--- src/rtl/sfr_pkg.sv ---
// Shared types, constants and codes for the sensor frame receiver.
package sfr_pkg;

  // Payload store and field sizes.
  localparam int MAX_PAYLOAD = 32;
  localparam int IDX_W       = $clog2(MAX_PAYLOAD);
  localparam int LEN_W       = 6;
  localparam int POS_W       = 6;
  localparam int BYTE_W      = 8;
  localparam int CNT_W       = 16;
  localparam int TDATA_W     = 72;

  // Command queue between the parser and the emitter.
  localparam int QUEUE_DEPTH = 2;
  localparam int QPTR_W      = $clog2(QUEUE_DEPTH);
  localparam int QCNT_W      = $clog2(QUEUE_DEPTH + 1);

  // Frame framing constants.
  localparam logic [BYTE_W-1:0] START_BYTE  = 8'h25;
  localparam logic [POS_W-1:0]  HEADER_LEN  = 6'd4;

  // Register reset values.
  localparam logic [BYTE_W-1:0] TYPE_A_RESET = 8'd66;
  localparam logic [BYTE_W-1:0] TYPE_B_RESET = 8'd76;
  localparam logic [LEN_W-1:0]  LEN_A_RESET  = 6'd8;
  localparam logic [LEN_W-1:0]  LEN_B_RESET  = 6'd12;

  typedef enum logic [1:0] {
    REG_TYPE_A = 2'd0,
    REG_TYPE_B = 2'd1,
    REG_LEN_A  = 2'd2,
    REG_LEN_B  = 2'd3
  } reg_idx_t;

  typedef enum logic [2:0] {
    PH_HUNT = 3'd0,
    PH_TYPE = 3'd1,
    PH_ADDR = 3'd2,
    PH_LEN  = 3'd3,
    PH_DATA = 3'd4
  } phase_t;

  typedef enum logic [1:0] {
    ST_NONE   = 2'd0,
    ST_GOOD   = 2'd1,
    ST_BADSUM = 2'd2,
    ST_RXERR  = 2'd3
  } status_t;

  typedef enum logic [1:0] {
    EM_IDLE = 2'd0,
    EM_WAIT = 2'd1,
    EM_DATA = 2'd2,
    EM_STAT = 2'd3
  } emit_state_t;

  // Configuration as seen by the parser.
  typedef struct packed {
    logic [BYTE_W-1:0] type_code_a;
    logic [BYTE_W-1:0] type_code_b;
    logic [LEN_W-1:0]  length_a;
    logic [LEN_W-1:0]  length_b;
  } cfg_t;

  // One parsed input beat: what the emitter has to send for it.
  typedef struct packed {
    logic              burst;
    status_t           status;
    logic              sensor_kind;
    logic [BYTE_W-1:0] frame_addr;
    logic [LEN_W-1:0]  length;
    logic [CNT_W-1:0]  count_a;
    logic [CNT_W-1:0]  count_b;
    logic [CNT_W-1:0]  error_count;
  } cmd_t;

endpackage

--- src/rtl/sfr_ram.sv ---
// Generic single-write, single-read RAM with registered read data.
module sfr_ram #(
  parameter int WIDTH = 8,
  parameter int DEPTH = 32
) (
  input  logic                     clk,
  input  logic                     we,
  input  logic [$clog2(DEPTH)-1:0] waddr,
  input  logic [WIDTH-1:0]         wdata,
  input  logic [$clog2(DEPTH)-1:0] raddr,
  output logic [WIDTH-1:0]         rdata
);

  logic [WIDTH-1:0] mem [DEPTH];

  // Write port and registered read port.
  always_ff @(posedge clk) begin
    if (we) begin
      mem[waddr] <= wdata;
    end
    rdata <= mem[raddr];
  end

endmodule

--- src/rtl/sfr_parser.sv ---
// Front end: accepts received beats, runs the frame parser and queues commands.
module sfr_parser import sfr_pkg::*; (
  input  logic              clk,
  input  logic              rst,
  input  cfg_t              cfg,
  input  logic              in_valid,
  output logic              in_ready,
  input  logic [BYTE_W-1:0] in_byte,
  input  logic              in_error,
  input  logic              back_busy,
  input  logic              queue_full,
  output logic              push,
  output cmd_t              push_data,
  output logic              ram_we,
  output logic [IDX_W-1:0]  ram_waddr,
  output logic [BYTE_W-1:0] ram_wdata
);

  phase_t            phase, phase_next;
  logic [POS_W-1:0]  position, position_next;
  logic [BYTE_W-1:0] running_xor, running_xor_next;
  logic              cur_kind, cur_kind_next;
  logic [BYTE_W-1:0] cur_addr, cur_addr_next;
  logic [LEN_W-1:0]  frame_len, frame_len_next;
  logic [CNT_W-1:0]  count_a, count_a_next;
  logic [CNT_W-1:0]  count_b, count_b_next;
  logic [CNT_W-1:0]  err_count, err_count_next;

  logic              accept;
  logic              is_payload;
  logic              is_sum;
  logic              burst;
  logic              store_wr;
  status_t           status;
  logic [LEN_W-1:0]  want;
  logic [POS_W-1:0]  data_end;
  logic [POS_W-1:0]  store_pos;

  assign data_end   = HEADER_LEN + POS_W'(frame_len);
  assign is_payload = (position < data_end);
  assign is_sum     = (position == data_end);
  assign store_pos  = position - HEADER_LEN;
  assign want       = cur_kind ? cfg.length_b : cfg.length_a;

  // A payload byte must not overwrite the store while a burst is still pending.
  assign in_ready = !queue_full && !((phase == PH_DATA) && is_payload && back_busy);
  assign accept   = in_valid && in_ready;

  // Parser state register.
  always_ff @(posedge clk) begin
    if (rst) begin
      phase       <= PH_HUNT;
      position    <= '0;
      running_xor <= '0;
      cur_kind    <= 1'b0;
      cur_addr    <= '0;
      frame_len   <= '0;
      count_a     <= '0;
      count_b     <= '0;
      err_count   <= '0;
    end else if (accept) begin
      phase       <= phase_next;
      position    <= position_next;
      running_xor <= running_xor_next;
      cur_kind    <= cur_kind_next;
      cur_addr    <= cur_addr_next;
      frame_len   <= frame_len_next;
      count_a     <= count_a_next;
      count_b     <= count_b_next;
      err_count   <= err_count_next;
    end
  end

  // Next state of the parser for the beat on the input.
  always_comb begin
    phase_next       = phase;
    position_next    = position;
    running_xor_next = running_xor;
    cur_kind_next    = cur_kind;
    cur_addr_next    = cur_addr;
    frame_len_next   = frame_len;
    count_a_next     = count_a;
    count_b_next     = count_b;
    err_count_next   = err_count;
    status           = ST_NONE;
    burst            = 1'b0;
    store_wr         = 1'b0;

    if (in_error) begin
      // A receive error drops the frame and restarts the hunt.
      phase_next       = PH_HUNT;
      position_next    = '0;
      running_xor_next = '0;
      err_count_next   = err_count + CNT_W'(1);
      status           = ST_RXERR;
    end else begin
      unique case (phase)
        PH_TYPE: begin
          if ((in_byte == cfg.type_code_a) || (in_byte == cfg.type_code_b)) begin
            cur_kind_next    = (in_byte != cfg.type_code_a);
            running_xor_next = running_xor ^ in_byte;
            position_next    = position + POS_W'(1);
            phase_next       = PH_ADDR;
          end else begin
            phase_next       = PH_HUNT;
            position_next    = '0;
            running_xor_next = '0;
          end
        end
        PH_ADDR: begin
          cur_addr_next    = in_byte;
          running_xor_next = running_xor ^ in_byte;
          position_next    = position + POS_W'(1);
          phase_next       = PH_LEN;
        end
        PH_LEN: begin
          if ((want != '0) && (want <= LEN_W'(MAX_PAYLOAD)) &&
              (in_byte == BYTE_W'(want))) begin
            frame_len_next   = want;
            running_xor_next = running_xor ^ in_byte;
            position_next    = position + POS_W'(1);
            phase_next       = PH_DATA;
          end else begin
            phase_next       = PH_HUNT;
            position_next    = '0;
            running_xor_next = '0;
          end
        end
        PH_DATA: begin
          if (is_payload) begin
            store_wr         = 1'b1;
            running_xor_next = running_xor ^ in_byte;
            position_next    = position + POS_W'(1);
          end else if (is_sum) begin
            running_xor_next = running_xor ^ in_byte;
            position_next    = position + POS_W'(1);
          end else begin
            // Trailer byte: the frame is judged on the checksum.
            if (running_xor == '0) begin
              if (cur_kind) begin
                count_b_next = count_b + CNT_W'(1);
              end else begin
                count_a_next = count_a + CNT_W'(1);
              end
              burst  = 1'b1;
              status = ST_GOOD;
            end else begin
              status = ST_BADSUM;
            end
            phase_next       = PH_HUNT;
            position_next    = '0;
            running_xor_next = '0;
          end
        end
        default: begin
          // Hunting for the start byte.
          phase_next       = PH_HUNT;
          position_next    = '0;
          running_xor_next = '0;
          if (in_byte == START_BYTE) begin
            running_xor_next = in_byte;
            position_next    = POS_W'(1);
            phase_next       = PH_TYPE;
          end
        end
      endcase
    end
  end

  // Payload store write.
  assign ram_we    = accept && store_wr;
  assign ram_waddr = store_pos[IDX_W-1:0];
  assign ram_wdata = in_byte;

  // One command per accepted beat.
  assign push                  = accept;
  assign push_data.burst       = burst;
  assign push_data.status      = status;
  assign push_data.sensor_kind = cur_kind_next;
  assign push_data.frame_addr  = cur_addr_next;
  assign push_data.length      = frame_len;
  assign push_data.count_a     = count_a_next;
  assign push_data.count_b     = count_b_next;
  assign push_data.error_count = err_count_next;

endmodule

--- src/rtl/sfr_cmd_fifo.sv ---
// Short command queue between the parser and the emitter.
module sfr_cmd_fifo import sfr_pkg::*; (
  input  logic clk,
  input  logic rst,
  input  logic push,
  input  cmd_t push_data,
  output logic full,
  input  logic pop,
  output cmd_t pop_data,
  output logic empty
);

  cmd_t              entries [QUEUE_DEPTH];
  logic [QPTR_W-1:0] wr_ptr;
  logic [QPTR_W-1:0] rd_ptr;
  logic [QCNT_W-1:0] count;

  assign full     = (count == QCNT_W'(QUEUE_DEPTH));
  assign empty    = (count == '0);
  assign pop_data = entries[rd_ptr];

  // Pointers and fill count.
  always_ff @(posedge clk) begin
    if (rst) begin
      wr_ptr <= '0;
      rd_ptr <= '0;
      count  <= '0;
    end else begin
      if (push) begin
        wr_ptr <= (wr_ptr == QPTR_W'(QUEUE_DEPTH - 1)) ? '0 : wr_ptr + QPTR_W'(1);
      end
      if (pop) begin
        rd_ptr <= (rd_ptr == QPTR_W'(QUEUE_DEPTH - 1)) ? '0 : rd_ptr + QPTR_W'(1);
      end
      if (push && !pop) begin
        count <= count + QCNT_W'(1);
      end else if (pop && !push) begin
        count <= count - QCNT_W'(1);
      end
    end
  end

  // Entry storage.
  always_ff @(posedge clk) begin
    if (push) begin
      entries[wr_ptr] <= push_data;
    end
  end

endmodule

--- src/rtl/sfr_emitter.sv ---
// Back end: turns queued commands into payload and status result beats.
module sfr_emitter import sfr_pkg::*; (
  input  logic               clk,
  input  logic               rst,
  input  logic               queue_empty,
  output logic               pop,
  input  cmd_t               cmd,
  output logic               busy,
  output logic [IDX_W-1:0]   ram_raddr,
  input  logic [BYTE_W-1:0]  ram_rdata,
  output logic               out_valid,
  input  logic               out_ready,
  output logic [TDATA_W-1:0] out_data,
  output logic               out_kind,
  output logic               out_last
);

  emit_state_t      state, state_next;
  cmd_t             cur, cur_next;
  logic [IDX_W-1:0] idx, idx_next;
  logic             out_free;
  logic             load_pay;
  logic             load_stat;
  logic             last_byte;

  assign out_free  = !out_valid || out_ready;
  assign last_byte = ((LEN_W'(idx) + LEN_W'(1)) == cur.length);
  assign ram_raddr = idx;
  assign busy      = (state != EM_IDLE);

  // Sequencer state.
  always_ff @(posedge clk) begin
    if (rst) begin
      state <= EM_IDLE;
      idx   <= '0;
    end else begin
      state <= state_next;
      idx   <= idx_next;
    end
  end

  always_ff @(posedge clk) begin
    cur <= cur_next;
  end

  // Next state: one payload beat per read of the store, then the status beat.
  always_comb begin
    state_next = state;
    cur_next   = cur;
    idx_next   = idx;
    pop        = 1'b0;
    load_pay   = 1'b0;
    load_stat  = 1'b0;
    unique case (state)
      EM_IDLE: begin
        if (!queue_empty) begin
          pop        = 1'b1;
          cur_next   = cmd;
          idx_next   = '0;
          state_next = cmd.burst ? EM_WAIT : EM_STAT;
        end
      end
      EM_WAIT: begin
        state_next = EM_DATA;
      end
      EM_DATA: begin
        if (out_free) begin
          load_pay = 1'b1;
          if (last_byte) begin
            state_next = EM_STAT;
          end else begin
            idx_next   = idx + IDX_W'(1);
            state_next = EM_WAIT;
          end
        end
      end
      EM_STAT: begin
        if (out_free) begin
          load_stat  = 1'b1;
          state_next = EM_IDLE;
        end
      end
      default: begin
        state_next = EM_IDLE;
      end
    endcase
  end

  // Output register valid flag.
  always_ff @(posedge clk) begin
    if (rst) begin
      out_valid <= 1'b0;
    end else if (load_pay || load_stat) begin
      out_valid <= 1'b1;
    end else if (out_ready) begin
      out_valid <= 1'b0;
    end
  end

  // Output register payload.
  always_ff @(posedge clk) begin
    if (load_pay || load_stat) begin
      out_kind <= load_pay;
      out_last <= load_stat;
      out_data <= {cur.error_count, cur.count_b, cur.count_a,
                   load_pay ? idx : IDX_W'(0),
                   load_pay ? ram_rdata : BYTE_W'(0),
                   cur.frame_addr, cur.sensor_kind, cur.status};
    end
  end

endmodule

--- src/rtl/sensor_frame_receiver_unit.sv ---
// Top level of the sensor frame receiver: register port, parser, queue, emitter.
//
//  Channel   Direction  Beat contents
//  s_axis    in         tdata: rx_byte; tuser: rx_error
//  m_axis    out        tdata: status..rx_error_count; tuser: kind; tlast: last
//  APB       in/out     four registers at byte addresses 0, 4, 8, 12
//
// The parser handles each accepted input beat; the emitter pops a command, then passes
// each payload byte through a store read state and an output load state, then the status beat.
// Reset is synchronous; the payload store is not cleared.
// A full command queue, or a busy back end when a payload byte arrives, stalls s_axis.
module sensor_frame_receiver_unit import sfr_pkg::*; (
  input  logic               clk,
  input  logic               rst,
  // Input stream.
  input  logic               s_axis_tvalid,
  output logic               s_axis_tready,
  input  logic [7:0]         s_axis_tdata,   // [7:0] rx_byte
  input  logic               s_axis_tuser,   // [0] rx_error
  // Output stream.
  output logic               m_axis_tvalid,
  input  logic               m_axis_tready,
  // [1:0] status, [2] sensor_kind, [10:3] frame_addr, [18:11] payload_byte,
  // [23:19] payload_index, [39:24] good_count_a, [55:40] good_count_b,
  // [71:56] rx_error_count
  output logic [TDATA_W-1:0] m_axis_tdata,
  output logic               m_axis_tuser,   // [0] kind
  output logic               m_axis_tlast,
  // Register port.
  input  logic               psel,
  input  logic               penable,
  input  logic               pwrite,
  input  logic [3:0]         paddr,
  input  logic [31:0]        pwdata,
  output logic [31:0]        prdata,
  output logic               pready
);

  cfg_t              cfg;
  reg_idx_t          reg_sel;
  logic              reg_wr;
  cmd_t              push_data;
  cmd_t              pop_data;
  logic              push;
  logic              pop;
  logic              queue_full;
  logic              queue_empty;
  logic              emit_busy;
  logic              back_busy;
  logic              ram_we;
  logic [IDX_W-1:0]  ram_waddr;
  logic [BYTE_W-1:0] ram_wdata;
  logic [IDX_W-1:0]  ram_raddr;
  logic [BYTE_W-1:0] ram_rdata;

  assign pready  = 1'b1;
  assign reg_sel = reg_idx_t'(paddr[3:2]);
  assign reg_wr  = psel && penable && pwrite && pready;

  // Configuration registers.
  always_ff @(posedge clk) begin
    if (rst) begin
      cfg.type_code_a <= TYPE_A_RESET;
      cfg.type_code_b <= TYPE_B_RESET;
      cfg.length_a    <= LEN_A_RESET;
      cfg.length_b    <= LEN_B_RESET;
    end else if (reg_wr) begin
      unique case (reg_sel)
        REG_TYPE_A: cfg.type_code_a <= pwdata[BYTE_W-1:0];
        REG_TYPE_B: cfg.type_code_b <= pwdata[BYTE_W-1:0];
        REG_LEN_A:  cfg.length_a    <= pwdata[LEN_W-1:0];
        REG_LEN_B:  cfg.length_b    <= pwdata[LEN_W-1:0];
        default: begin
        end
      endcase
    end
  end

  // Register read-back.
  always_comb begin
    unique case (reg_sel)
      REG_TYPE_A: prdata = 32'(cfg.type_code_a);
      REG_TYPE_B: prdata = 32'(cfg.type_code_b);
      REG_LEN_A:  prdata = 32'(cfg.length_a);
      REG_LEN_B:  prdata = 32'(cfg.length_b);
      default:    prdata = '0;
    endcase
  end

  assign back_busy = emit_busy || !queue_empty;

  sfr_parser u_parser (
    .clk        (clk),
    .rst        (rst),
    .cfg        (cfg),
    .in_valid   (s_axis_tvalid),
    .in_ready   (s_axis_tready),
    .in_byte    (s_axis_tdata),
    .in_error   (s_axis_tuser),
    .back_busy  (back_busy),
    .queue_full (queue_full),
    .push       (push),
    .push_data  (push_data),
    .ram_we     (ram_we),
    .ram_waddr  (ram_waddr),
    .ram_wdata  (ram_wdata)
  );

  sfr_ram #(
    .WIDTH (BYTE_W),
    .DEPTH (MAX_PAYLOAD)
  ) u_store (
    .clk   (clk),
    .we    (ram_we),
    .waddr (ram_waddr),
    .wdata (ram_wdata),
    .raddr (ram_raddr),
    .rdata (ram_rdata)
  );

  sfr_cmd_fifo u_queue (
    .clk       (clk),
    .rst       (rst),
    .push      (push),
    .push_data (push_data),
    .full      (queue_full),
    .pop       (pop),
    .pop_data  (pop_data),
    .empty     (queue_empty)
  );

  sfr_emitter u_emitter (
    .clk         (clk),
    .rst         (rst),
    .queue_empty (queue_empty),
    .pop         (pop),
    .cmd         (pop_data),
    .busy        (emit_busy),
    .ram_raddr   (ram_raddr),
    .ram_rdata   (ram_rdata),
    .out_valid   (m_axis_tvalid),
    .out_ready   (m_axis_tready),
    .out_data    (m_axis_tdata),
    .out_kind    (m_axis_tuser),
    .out_last    (m_axis_tlast)
  );

endmodule

--- config.mk ---
export PLATFORM = sky130hd
export DESIGN_NAME = sensor_frame_receiver_unit
export DESIGN_NICKNAME = d
export VERILOG_FILES = /design/src/rtl/sfr_pkg.sv /design/src/rtl/sfr_ram.sv /design/src/rtl/sfr_parser.sv /design/src/rtl/sfr_cmd_fifo.sv /design/src/rtl/sfr_emitter.sv /design/src/rtl/sensor_frame_receiver_unit.sv
export SDC_FILE = /design/constraint.sdc
export NUM_CORES = 1
export LEC_CHECK = 0
export ABC_AREA = 1
export BUFFER_PORTS_ARGS = -buffer_cell sky130_fd_sc_hd__buf_4
export CELL_PAD_IN_SITES_DETAIL_PLACEMENT = 1
export CELL_PAD_IN_SITES_GLOBAL_PLACEMENT = 2
export CORE_ASPECT_RATIO = 0.8
export CORE_MARGIN = 2
export CORE_UTILIZATION = 37
export DETAILED_ROUTE_END_ITERATION = 10
export HOLD_SLACK_MARGIN = 0.03
export PLACE_DENSITY = 0.82
export SYNTH_ARGS = -nofsm -noshare
export SYNTH_HDL_FRONTEND = slang
export SYNTH_SLANG_ARGS = --single-unit
--- constraint.sdc ---
create_clock -name clk -period 5.6 [get_ports clk]
set_input_delay 0.84 -clock clk [delete_from_list [all_inputs] [get_ports clk]]
set_output_delay 0.84 -clock clk [all_outputs]
set_load 0.005 [all_outputs]
# --- Word level (Yosys, flattened, before mapping) ---
# Memory sizes are Yosys's and may differ from the RTL's. A register that Yosys moved wholly into a read port is not among the register bits.
# Index checks and enable logic that the tools add are counted.
word_totals:
  output_inout_bits: 109
  n_memories: 2
  reg_bits: 259
  mem_bits_rw: 388
  wordCells: 193
  inputBits: 52
mem_list:
  columns: ["name", "words", "word_bits", "rd", "rd_ports_with_merged_regs", "write_ports", "line_no", "text"]
  rows:
  - ["u_store.mem", 32, 8, 1, 1, 1, "sfr_ram.sv:14", "logic [WIDTH-1:0] mem [DEPTH];"]
  - ["u_queue.entries", 2, 66, 1, 1, 1, "sfr_cmd_fifo.sv:13", "cmd_t entries [QUEUE_DEPTH];"]
op_classes:
  mux: 81
  eq_ne: 24
  n_addsub: 12
  bitwise: 3
  reduce_logical: 39
  n_lt_le_gt_ge: 2
ops:
  columns: ["op", "n"]
  rows:
  - ["$mux W16", 13]
  - ["$pmux W32 S4", 1]
  - ["$mux W8", 8]
  - ["$add A16 B1 Y16 const B", 3]
  - ["$mux W6", 6]
  - ["$pmux W8 S4", 1]
  - ["$mux W1", 28]
  - ["$mux W2", 13]
  - ["$pmux W6 S4", 1]
  - ["$eq A8 B8 Y1", 2]
  - ["$mux W5", 3]
  - ["$eq A6 B6 Y1", 2]
  - ["$mux W3", 4]
  - ["$pmux W3 S4", 1]
  - ["$logic_and A1 B1 Y1", 11]
  - ["$eq A2 B2 Y1 const B", 5]
  - ["$pmux W5 S2", 1]
  - ["$reduce_and A2 Y1", 5]
  - ["$eq A8 B6 Y1", 1]
  - ["$eq A8 B6 Y1 const B", 1]
  - ["$logic_not A8 Y1", 1]
  - ["$ne A8 B8 Y1", 1]
  - ["$pmux W2 S4", 1]
  - ["$reduce_and A4 Y1", 2]
  - ["25 further kinds", 46]

# --- Longest topological paths before layout ---
# Gate-level depths: netlist of the first run.
depth:
  ltp_word: 11
  ltp_mapped: 18
  mapped_depth_nobuf: 16

# --- Modules after synthesis ---
# A second synthesis of the first run with hierarchy kept.
hier_totals:
  cells_unflattened: 2460
  hier_area_um2: 27562.7
modules_own_cells:
  columns: ["module", "area_per_inst_um2", "cells_each", "seq_area_each_um2", "instances"]
  rows:
  - ["sfr_ram", 10786.6, 922, 7847.5, 1]
  - ["sfr_parser", 5231.3, 797, 1601.5, 1]
  - ["sfr_cmd_fifo", 5149.9, 238, 4063.9, 1]
  - ["sfr_emitter", 4899.7, 273, 4334.2, 1]
  - ["sensor_frame_receiver_unit", 1495.2, 230, 560.5, 1]

# --- Worst setup path before layout of the first run ---
# No wires, ideal clock.
synth_path:
  path_kind: "register -> register"
  from: "register u_parser.frame_len[2]"
  to: "memory u_queue.entries[0][0] (netlist name) (enable)"
  period_less_slack_ps: 5257
  path_slack_ps: 343
  required_time_ps: 5110
  n_path_buf: 2
  stages_incl_launch_ff: 16
  setup_ps: 490
  t_arrival_ps: 4767
  cell_sequence: "dfxtp_1 > ha_1 > inv_1 > ha_1 > inv_1 > nor3_2 > nand2_1 > nand2_2 > inv_2 > nand3_2 > nand2_2 > nor2_8 > inv_2 > buf_6 > buf_2 > nor2_1"
synth_between:
  elab_chain_cells: 9
synth_rtl:
  columns: ["element", "line_no", "text"]
  rows:
  - ["from (decl)", "sfr_parser.sv:24", "logic [LEN_W-1:0] frame_len, frame_len_next;"]
  - ["from (signal assigned)", "sfr_parser.sv:67", "frame_len <= frame_len_next;"]
  - ["$add A3 B6 Y6", "sfr_parser.sv:39", "assign data_end = HEADER_LEN + POS_W'(frame_len);"]
  - ["$lt A6 B6 Y1", "sfr_parser.sv:40", "assign is_payload = (position < data_end);"]
  - ["$logic_and A1 B1 Y1 (2 in series)", "sfr_parser.sv:46", "assign in_ready = !queue_full && !((phase == PH_DATA) && is_payload && back_busy);"]
  - ["$logic_not A1 Y1", "sfr_parser.sv:46", null]
  - ["$logic_and A1 B1 Y1", "sfr_parser.sv:46", null]
  - ["$logic_and A1 B1 Y1", "sfr_parser.sv:47", "assign accept = in_valid && in_ready;"]
  - ["$mux W1", "sfr_cmd_fifo.sv:45", "if (push) begin"]
  - ["$mux W1 (implied by the code)", "sfr_cmd_fifo.sv:46", "entries[wr_ptr] <= push_data;"]
  - ["to (decl)", "sfr_cmd_fifo.sv:13", null]
# No other way between the ends.

# --- Worst setup path after layout of the first run ---
layout_path:
  from: "register u_parser.frame_len[2]"
  to: "memory u_store.mem[28][0] (enable)"
layout_between:
  elab_chain_cells: 10
  elab_cells_between_ends: 13
  classes_between: "1 x add/sub; 1 x order compare; 5 x mux; 6 x reduce/logical"
layout_rtl:
  columns: ["element", "line_no", "text"]
  rows:
  - ["$add A3 B6 Y6 *", "sfr_parser.sv:39", null]
  - ["$lt A6 B6 Y1 *", "sfr_parser.sv:40", null]
  - ["$logic_and A1 B1 Y1 (2 in series)", "sfr_parser.sv:46", null]
  - ["$logic_not A1 Y1", "sfr_parser.sv:46", null]
  - ["$logic_and A1 B1 Y1", "sfr_parser.sv:46", null]
  - ["$logic_and A1 B1 Y1", "sfr_parser.sv:47", null]
  - ["$logic_and A1 B1 Y1 *", "sfr_parser.sv:171", "assign ram_we = accept && store_wr;"]
  - ["$mux W1 *", "sfr_ram.sv:18", "if (we) begin"]
  - ["$mux W1 (implied by the code) *", "sfr_ram.sv:19", "mem[waddr] <= wdata;"]
  - ["to (decl)", "sfr_ram.sv:14", null]
# Mark *: on every way between the ends. The rest lies on a longest branch, timed or not.

==> impl_metrics.csv, run 1 <==
group,metric,value,unit
power_and_ir_drop,powerDensity,457,nW/um2
cts,clkTransAtPathRegs,0.06,ns
final_layout,area_delta_synth_final,14.9,%
power_and_ir_drop,power,14000,uW
synth,yosysUniqueCellTypes,48,
floorplanning,die_w,304,um
run_status,status,"completed",
timing,fmax,0.255,GHz
global_routing,grt_pass1_vias,18300,
cts,cts_buffers,69,
job,cap_violations,0,
timing,setup_viol,0,
worst_hold_path,hp-class,"reg -> reg",
setup_path,path_class,"reg -> reg",
power_and_ir_drop,power.leakage,0.0110,uW
cts,post_cts_buffers,0,
timing,max_slew_margin,0.326,
floorplanning,die_h,244,um
final_layout,n_antenna_cell,0,
cts,clk_path_buf_depth,3,
final_layout,drive_gt1_frac,0.137,
setup_path,crit_chain,"nand3_1, xor2_1, ha_1, nand2_1, nor3_2, nand2_1, nand2_2, inv_2, nand3_2, nand2_2, nor2_8, inv_2, nor3_4, nand2_1, nor2_1",
global_routing,antenna_found_initial,1,
cts,cts-resized-gates,0,
synth,yosysTopAreaCell,"edfxtp_1",
global_routing,overflow,0,
setup_path,required,5.83,ns
route,ant_nets,0,
synth,yosysTopAreaCellShare,0.593,
timing,max_slew.worst_pin.slew,1.00,ns
setup_path,start_kind,"flop",
synth,synth_edf_count,527,
route,post_drt_wl_per_cell,20.4,um
final_layout,num-nets-final,2437,
route,drc_errors,0,
place,portBuffers,109,
place,dp_hpwl,44100,um
route,drt_iter0_markers,1350,
floorplanning,ios,161,
cts,root_buffer,"clkbuf_16",
cts,hold_buffers,0,
place,place.gp.congestion,0.802,
cts,cts_tree,"built",
timing,period_share,0.701,
timing,skew,0.0289,ns
timing,hold_viol,0,
route,first_pass_iters,6,
cts,cts.sinks,656,
synth,synth_area_per_cell,11.8,um2
timing,rsz0062_at_grt,"false",
synth,synthCells,2271,
floorplanning,die-area,74300,um2
synth,ys_seq_area_frac,0.689,
floorplanning,coreArea,71800,um2
timing,drv_slew,0,
floorplanning,rows,88,
setup_path,crit_path_max_fanout,14,
cts,clk_latency,0.62,ns
synth,ys.flop_type,"edfxtp_1",
route,routed_wl,68700,um
route,num_vias,17400,
cts,htree_levels,3,
power_and_ir_drop,vdd_drop_max,0.000191,V
setup_path,cp_top_family,"simple AND/OR/NAND/NOR gates",
global_routing,grt_max_degree,85,
setup_path,path_common_cell,"nand2_1",
setup_path,critPathCaptureType,"flop",
synth,ys_async_sr_fraction,0,
synth,synthesis.area,26700,um2
synth,synth_warnings,0,
setup_path,cpPeakStageDelay,0.80,ns
global_routing,grt_pass1_wl,107000,um
timing,finalSetupTns,0,ns
timing,fin_crit,3.93,ns
route,vias_per_cell,5.16,
setup_path,arrival,4.15,ns
setup_path,slowest_stage,"nor2_1",
synth,synth-seq-cells,656,
floorplanning,initial_core_util,0.372,
global_routing,grt_util_all_layers,0.185,
setup_path,crit_buf_inv,2,
synth,ys_top_cells_by_area,"edfxtp_1 59%, dfxtp_1 9.7%, o21ai_0 4.6%",
==> area by class of cell <==
type                       instances  area (um2)
clock buffer                      88        1880
clock inverter                    39         434
multi-input combinational       1333        7110
sequential                       656       18400
tap                              945        1180
fill                            7648       41100
timing repair buffer             128         986
inverter                         179         672
==> worst reg2reg max path: cells and delay by family, from the launching register on <==
kind                     cells  cell delay, ns
AND/OR/NAND/NOR             11            2.46
flip-flops                   1            0.46
adder cells (fa/ha/maj)      1            0.30
XOR/XNOR                     1            0.16
buffers and inverters        2            0.16
==> logic make-up (layout without fill, tap and decap cells) <==
logic type | count (synthesis) | in the layout | share of synthesized area
AND/OR/NAND/NOR | 731 | 731 | 0.114
flip-flops | 656 | 656 | 0.689
AO/OA/AOI/OAI | 437 | 437 | 0.0930
buffers and inverters | 305 | 434 | 0.0485
multiplexers | 66 | 66 | 0.0278
XOR/XNOR | 56 | 56 | 0.0186
adder cells (fa/ha/maj) | 18 | 18 | 0.00843
other | 2 | 25 | 0.000281
==> metal layers <==
layer	GRT usage	wire length (um)
met1	0.262	32400
met5	0	0
met4	0.0444	1330
met2	0.293	31200
met3	0.0371	3790
==> registers in the layout, indices dropped and copies added, names as in the netlist, 16 cells and up, named ones only <==
name	cells
cfg	28
u_emitter.cur	65
u_emitter.out_data	72
u_parser.count_a	16
u_parser.count_b	16
u_parser.err_count	16
u_queue.entries	132
u_store.mem	256
==> where the power goes <==
part | internal, uW | switching [uW] | leakage (uW)
Clock | 2730 | 1950 | 0.00113
Sequential | 6280 | 378 | 0.00593
Combinational | 906 | 1780 | 0.00394
Total | 9930 | 4100 | 0.0110
==> synthesized netlist by cell type, types with 10 or more instances <==
cell,instances
edfxtp_1,527
nor2_1,323
nand2_1,265
o21ai_0,246
inv_1,175
dfxtp_1,129
a21oi_1,90
nand3_1,82
clkbuf_1,69
mux2_2,66
o221ai_1,50
xor2_1,43
buf_4,27
buf_2,20
nand4_1,19
ha_1,18
nor3_1,15
o22ai_1,15
xnor2_1,12
a31oi_1,10
==> per-stage QoR <==
step	instances	utilization	cell area, um2	hold WS, ns	worst slack (ns)
global route	3368	0.427	30700	0.423	1.34
global placement	3241	0.395	28400	0.402	1.83
detailed placement	3241	0.395	28400	0.406	1.65
finish	3368	0.427	30700	0.417	1.67
CTS	3368	0.427	30700	0.411	1.62
floorplan	2294	-	26800	0.400	0.343
==> worst paths after layout <==
kind                    startpoint                    end  slack, ns  cells past startpoint
max          u_parser.frame_len[2]     u_store.mem[28][0]       1.67                     15
min              u_emitter.cur[60]  u_emitter.out_data[9]       0.42                      0
max reg2reg  u_parser.frame_len[2]     u_store.mem[28][0]       1.67                     15
min reg2reg      u_emitter.cur[60]  u_emitter.out_data[9]       0.42                      0
==> layout by cell type, fill, tap and decap left out, types with 3 or more instances in the layout <==
master | synthesis | routed
clkbuf_16 | 0 | 71
o221ai_1 | 50 | 50
clkinv_2 | 0 | 11
conb_1 | 2 | 25
nand4_1 | 19 | 19
nand3_1 | 82 | 82
a32oi_1 | 8 | 8
nor3_2 | 3 | 3
ha_1 | 18 | 18
o21ai_0 | 246 | 246
nor2_2 | 5 | 5
dfxtp_1 | 129 | 127
inv_16 | 0 | 4
mux2_2 | 66 | 66
buf_4 | 27 | 126
o22ai_1 | 15 | 15
xor2_1 | 43 | 43
nor4_1 | 4 | 4
inv_1 | 175 | 171
nor2_4 | 1 | 4
nand2_1 | 265 | 265
inv_2 | 2 | 6
nand3_2 | 5 | 5
o211ai_1 | 7 | 7
clkinv_1 | 2 | 13
clkbuf_1 | 69 | 13
a21oi_1 | 90 | 90
edfxtp_1 | 527 | 527
nor3_1 | 15 | 15
bufinv_16 | 0 | 7
clkinvlp_4 | 0 | 4
a31oi_1 | 10 | 10
nor2_1 | 323 | 320
xnor2_1 | 12 | 12
clkbuf_8 | 0 | 4
Note: power is estimated with default switching activity, not from simulation.
==> run 2, diff against run 1 <==
--- a/config.mk
+++ b/config.mk
@@ -11,10 +11,10 @@
 export CELL_PAD_IN_SITES_GLOBAL_PLACEMENT = 2
 export CORE_ASPECT_RATIO = 0.8
 export CORE_MARGIN = 2
-export CORE_UTILIZATION = 37
+export CORE_UTILIZATION = 41
 export DETAILED_ROUTE_END_ITERATION = 10
 export HOLD_SLACK_MARGIN = 0.03
-export PLACE_DENSITY = 0.82
+export PLACE_DENSITY = 0.85
 export SYNTH_ARGS = -nofsm -noshare
 export SYNTH_HDL_FRONTEND = slang
 export SYNTH_SLANG_ARGS = --single-unit
==> constraint.sdc (replaced) <==
create_clock -name clk -period 4.1 [get_ports clk]
set_input_delay 0.615 -clock clk [delete_from_list [all_inputs] [get_ports clk]]
set_output_delay 0.615 -clock clk [all_outputs]
set_load 0.005 [all_outputs]
==> run 2 against run 1 <==
Net effect:
- sequential power grew 36%
- via count grew 1.4%
- core utilization increased by 5.2 points
- first-iteration DRC count decreased by 0.30%
- worst hold slack got worse by 0.18 ns
- critical path type unchanged
- largest cell class unchanged
- largest power group unchanged
==> impl_metrics.csv, run 2 (synthesis results as in run 1) <==
group,metric,value,unit
setup_path,crit_path_max_fanout,80,
setup_path,arrival,3.97,ns
final_layout,layout_common_cells,"527 x edfxtp_1, 320 x nor2_1, 265 x nand2_1",
route,ant_nets,0,
global_routing,overflow,0,
run_status,status,"completed",
global_routing,grt_max_degree,81,
global_routing,use_met2,0.328,
timing,setup_ws,0.628,ns
setup_path,required,4.59,ns
floorplanning,rows,83,
global_routing,grt_util_all_layers,0.207,
global_routing,antenna_found_initial,1,
global_routing,grt_pass1_wl,106000,um
cts,clk_path_buf_depth,3,
timing,fmax,0.288,GHz
cts,htree_levels,3,
timing,rsz0062_at_grt,"false",
timing,period_share,0.847,
final_layout,largest_register_ffs,256,
final_layout,area_delta_synth_final,15.5,%
route,vias_per_cell,5.31,
setup_path,path_class,"reg -> reg",
place,dpl_worst_slack,0.627,ns
timing,skew,0.0179,ns
cts,cts.sinks,656,
route,first_pass_iters,5,
final_layout,multi_input_area,7110,um2
final_layout,largestRegisters,"u_store.mem (256), u_queue.entries (132), u_emitter.out_data (72)",
timing,hold_viol,0,
job,cap_violations,0,
route,post_drt_wl_per_cell,20.8,um
timing,drv_slew,0,
route,drt_iter0_markers,1346,
global_routing,grt_use_met1,0.295,
final_layout,drive_gt1_frac,0.150,
final_layout,n_antenna_cell,0,
timing,holdWs,0.241,ns
final_layout,instances_no_fill,3318,
timing,fin_crit,3.47,ns
global_routing,met3_usage,0.0367,
final_layout,regArea,18400,um2
floorplanning,ios,161,
floorplanning,initial_core_util,0.415,
cts,clk_latency,0.61,ns
cts,post_cts_buffers,0,
place,place.gp.congestion,0.819,
floorplanning,die-area,67200,um2
timing,max_slew.worst_pin.slew,0.946,ns
power_and_ir_drop,powerDensity,616,nW/um2
timing,setup_viol,0,
floorplanning,die_h,232,um
power_and_ir_drop,power,19000,uW
worst_hold_path,hp-class,"in -> reg",
power_and_ir_drop,power.leakage,0.0112,uW
cts,hold_buffers,0,
final_layout,fillCellCount,6736,
global_routing,grt_pass1_vias,18300,
cts,cts_tree,"built",
place,portBuffers,109,
cts,cts_buffers,70,
cts,root_buffer,"clkbuf_16",
place,dp_hpwl,44600,um
floorplanning,coreArea,64300,um2
cts,clkTransAtPathRegs,0.06,ns
global_routing,grt-busiest-layer,"met2",
route,routed_wl,68900,um
final_layout,max_flop_register,"u_store.mem",
route,drc_errors,0,
cts,cts-resized-gates,0,
floorplanning,die_w,289,um
timing,max_slew_margin,0.369,
place,place_inst,3189,
setup_path,critPathCaptureType,"flop",
power_and_ir_drop,vdd_drop_max,0.000357,V
final_layout,num-nets-final,2481,
route,num_vias,17600,
final_layout,final_common_cell,"edfxtp_1",
setup_path,start_kind,"flop",
==> run 2: layout make-up <==
cell class,count,share of cell area
Timing Repair Buffer,171,0.0433
Inverter,179,0.0218
Multi-Input combinational cell,1333,0.231
Sequential cell,656,0.597
Clock inverter,36,0.0108
Clock buffer,93,0.0620
Tap cell,850,0.0345
==> run 2: layer usage <==
layer | share of wire | up-vias
li1 | - | 8239
met4 | 0.018 | 0
met2 | 0.46 | 459
met3 | 0.053 | 89
met1 | 0.47 | 8847
met5 | 0 | -
==> run 2: through the flow <==
stage,utilization,TNS [ns],instance area [um2]
global route,0.480,0,30800
global placement,0.445,0,28600
CTS,0.480,0,30800
detailed placement,0.445,0,28600
floorplan,-,-6.37,26800
finish,0.480,0,30800
==> run 2: critical path, stage by stage (launching register included) <==
cell     delay [ns]
dfxtp_1        0.45
nand3_1        0.12
xor2_1         0.17
ha_1           0.31
nand2_1        0.10
nor3_2         0.15
nand2_1        0.10
nand2_2        0.09
inv_2          0.05
nand3_2        0.05
nand2_2        0.09
nor2_8         0.10
buf_4          0.69
ha_1           0.38
a21oi_1        0.13
o21ai_0        0.12
o21ai_0        0.16
a21oi_1        0.06
==> run 2: power by group <==
group / leakage (uW) / internal, uW / switching [uW]
clock: 0.00110 / 3570 / 2630
combinational: 0.00418 / 1270 / 2440
sequential: 0.00593 / 8580 / 494
==> run 2: path summary, 6_finish.rpt <==
kind / from / endpoint / slack [ns] / cells past startpoint
worst max-delay path: u_parser.frame_len[2] / u_queue.count[1] / 0.63 / 17
worst min-delay path: pwdata[6] / cfg[18] / 0.24 / 3
worst max register to register: u_parser.frame_len[2] / u_queue.count[1] / 0.63 / 17
worst min register to register: u_emitter.cur[46] / u_emitter.out_data[38] / 0.41 / 0
==> run 3, diff against run 2 <==
--- a/config.mk
+++ b/config.mk
@@ -11,10 +11,10 @@
 export CELL_PAD_IN_SITES_GLOBAL_PLACEMENT = 2
 export CORE_ASPECT_RATIO = 0.8
 export CORE_MARGIN = 2
-export CORE_UTILIZATION = 41
+export CORE_UTILIZATION = 37
 export DETAILED_ROUTE_END_ITERATION = 10
 export HOLD_SLACK_MARGIN = 0.03
-export PLACE_DENSITY = 0.85
+export PLACE_DENSITY = 0.82
 export SYNTH_ARGS = -nofsm -noshare
 export SYNTH_HDL_FRONTEND = slang
 export SYNTH_SLANG_ARGS = --single-unit
==> constraint.sdc (replaced) <==
create_clock -name clk -period 2.8 [get_ports clk]
set_input_delay 0.42 -clock clk [delete_from_list [all_inputs] [get_ports clk]]
set_output_delay 0.42 -clock clk [all_outputs]
set_load 0.005 [all_outputs]
==> run 3 against run 2 <==
Net effect:
- the flow now finishes with violations (negative setup slack)
- worst hold slack got worse by 0.17 ns
- first-iteration DRC count decreased by 9.9%
- critical path depth increased by 1
- global-route usage shrank 1.8 points
- register-to-register slack got worse by 0.67 ns
- critical endpoint is now u_store.mem[23][3]
- largest cell class unchanged
==> impl_metrics.csv, run 3 (synthesis results as in run 1) <==
group,metric,value,unit
run_status,violations,"negative setup slack",
power_and_ir_drop,vdd_drop_max,0.000430,V
global_routing,grt_pass1_wl,108000,um
timing,max_slew.worst_pin.slew,0.680,ns
route,ant_nets,0,
worst_hold_path,min_path_cells,3,
route,drc_errors,0,
power_and_ir_drop,power_frac_clock,0.322,
global_routing,met3_usage,0.0340,
setup_path,slowest_stage,"dfxtp_4",
setup_path,arrival,3.16,ns
final_layout,final_common_cell,"edfxtp_1",
final_layout,largest_register_ffs,256,
setup_path,timing.reg2reg.worst_path_depth,18,
run_status,status,"complete, but fails checks",
timing,skew,0.0297,ns
route,first_pass_iters,5,
floorplanning,die-area,74300,um2
power_and_ir_drop,power,28500,uW
cts,cts_buffers,70,
global_routing,grt_use_met1,0.258,
power_and_ir_drop,combPwrFrac,0.216,
final_layout,fillCellCount,7580,
route,post_drt_wl_per_cell,20.7,um
final_layout,postLayoutCoreUtil,0.453,
final_layout,drive_gt1_frac,0.200,
route,drt_iter0_markers,1213,
timing,setup_viol,120,
final_layout,layout_common_cells,"527 x edfxtp_1, 285 x nor2_1, 258 x nand2_1",
global_routing,grt_util_all_layers,0.188,
timing,max_slew_margin,0.545,
route,routed_wl,72500,um
timing,setup_ws,-0.0452,ns
final_layout,area_delta_synth_final,21.7,%
cts,clk_latency,0.63,ns
global_routing,use_met2,0.305,
final_layout,max_flop_register,"u_store.mem",
floorplanning,initial_core_util,0.372,
place,portBuffers,109,
route,vias_per_cell,5.17,
setup_path,required,3.11,ns
final_layout,regArea,18400,um2
setup_path,cpPeakStageDelay,0.38,ns
final_layout,multi_input_area,7500,um2
power_and_ir_drop,power.switching,8410,uW
route,num_vias,18100,
global_routing,antenna_found_initial,1,
final_layout,num-nets-final,2561,
cts,cts.sinks,656,
timing,fmax,0.351,GHz
cts,clk_path_buf_depth,3,
setup_path,path_class,"reg -> reg",
global_routing,grt_pass1_vias,18800,
place,dp_hpwl,47000,um
power_and_ir_drop,power_frac_seq,0.463,
setup_path,cp_top_family,"simple AND/OR/NAND/NOR gates",
floorplanning,die_w,304,um
setup_path,crit_chain,"nand3_2, xor2_1, ha_1, nand2_2, nor3_4, nand2_1, nand2_2, inv_2, nand3_2, nand2_4, nor2_8, inv_4, nor3_4, buf_6, nand2_2, buf_12, nor2_2, buf_6",
setup_path,critPathCaptureType,"flop",
setup_path,crit_buf_inv,5,
setup_path,crit_path_max_fanout,8,
power_and_ir_drop,powerDensity,876,nW/um2
global_routing,overflow,0,
timing,fin_crit,2.85,ns
job,cap_violations,0,
global_routing,grt-busiest-layer,"met2",
power_and_ir_drop,power.internal,20100,uW
timing,period_share,1.02,
cts,htree_levels,3,
setup_path,path_depth,18,
floorplanning,rows,88,
place,place.gp.congestion,0.855,
final_layout,largestRegisters,"u_store.mem (256), u_queue.entries (132), u_emitter.out_data (72)",
floorplanning,die_h,244,um
floorplanning,coreArea,71800,um2
floorplanning,ios,161,
power_and_ir_drop,power.leakage,0.0118,uW
timing,drv_slew,0,
power_and_ir_drop,switching_share,0.295,
cts,root_buffer,"clkbuf_16",
global_routing,grt_max_degree,75,
setup_path,start_kind,"flop",
timing,hold_viol,0,
cts,clkTransAtPathRegs,0.06,ns
timing,rsz0062_at_grt,"true",
worst_hold_path,hp-class,"in -> reg",
cts,cts_tree,"built",
setup_path,path_common_cell,"nand2_2",
run 3: path summary, 6_finish.rpt:
check	startpoint	slack [ns]	endpoint
setup / recovery	u_parser.frame_len[3]	-0.05	u_store.mem[23][3]
hold / removal	pwdata[3]	0.07	cfg[15]
setup reg to reg	u_parser.frame_len[3]	-0.05	u_store.mem[23][3]
hold reg to reg	u_emitter.cur[29]	0.41	u_emitter.out_data[53]
run 3: final cells by class:
| type | instances | area share |
|---|---|---|
| Clock buffer | 96 | 0.0584 |
| Timing Repair Buffer | 251 | 0.0757 |
| Tap cell | 945 | 0.0364 |
| Clock inverter | 32 | 0.0110 |
| Sequential cell | 656 | 0.567 |
| Antenna cell | 2 | 0.000154 |
| Inverter | 179 | 0.0208 |
| Multi-Input combinational cell | 1333 | 0.231 |
run 3: per-layer routing:
metal / share of wire / vias to the layer above
met3: 0.049 / 114
met4: 0.025 / 0
li1: - / 8397
met2: 0.46 / 447
met5: 0 / -
met1: 0.46 / 9107
run 3: per-stage QoR:
stage / TNS, ns / cells / setup slack [ns] / hold slack (ns) / cell area (um2)
detailed placement: -12.04 / 3346 / -0.144 / 0.406 / 29300
CTS: -16.54 / 3480 / -0.0936 / 0.0347 / 31900
global route: -66.30 / 3492 / -0.211 / 0.0651 / 32500
finish: -1.58 / 3494 / -0.0452 / 0.0669 / 32500
global placement: -0.0353 / 3346 / -0.0353 / 0.403 / 29300
floorplan: -66.12 / 2294 / -0.511 / 0.400 / 26900
run 3: worst reg2reg max path, delay by kind of cell, from the launching register on:
kind                     cells  cell delay, ns
flip-flops                   1            0.38
XOR/XNOR                     1            0.14
adder cells (fa/ha/maj)      1            0.33
AND/OR/NAND/NOR             11            1.12
buffers and inverters        5            0.58
run 3: what timing repair did:
item / in CTS / in global routing
pin swaps: 5 / 17
buffers inserted: 4 / 7
gates cloned: 0 / 6
setup endpoints to repair: 278 / 479
hold buffers: 2 / 0
resized for setup: 69 / 94
hold endpoints to repair: 3 / 0
run 3: power groups by stage:
stage | Clock (uW) | Sequential, uW | Combinational (uW)
after detailed placement | 0 | 13400 | 5860
after global placement | 0 | 13300 | 5610
after CTS | 9350 | 13200 | 5960
after global routing | 9690 | 13300 | 6730
final | 9160 | 13200 | 6140
after floorplan | 0 | 13200 | 3410
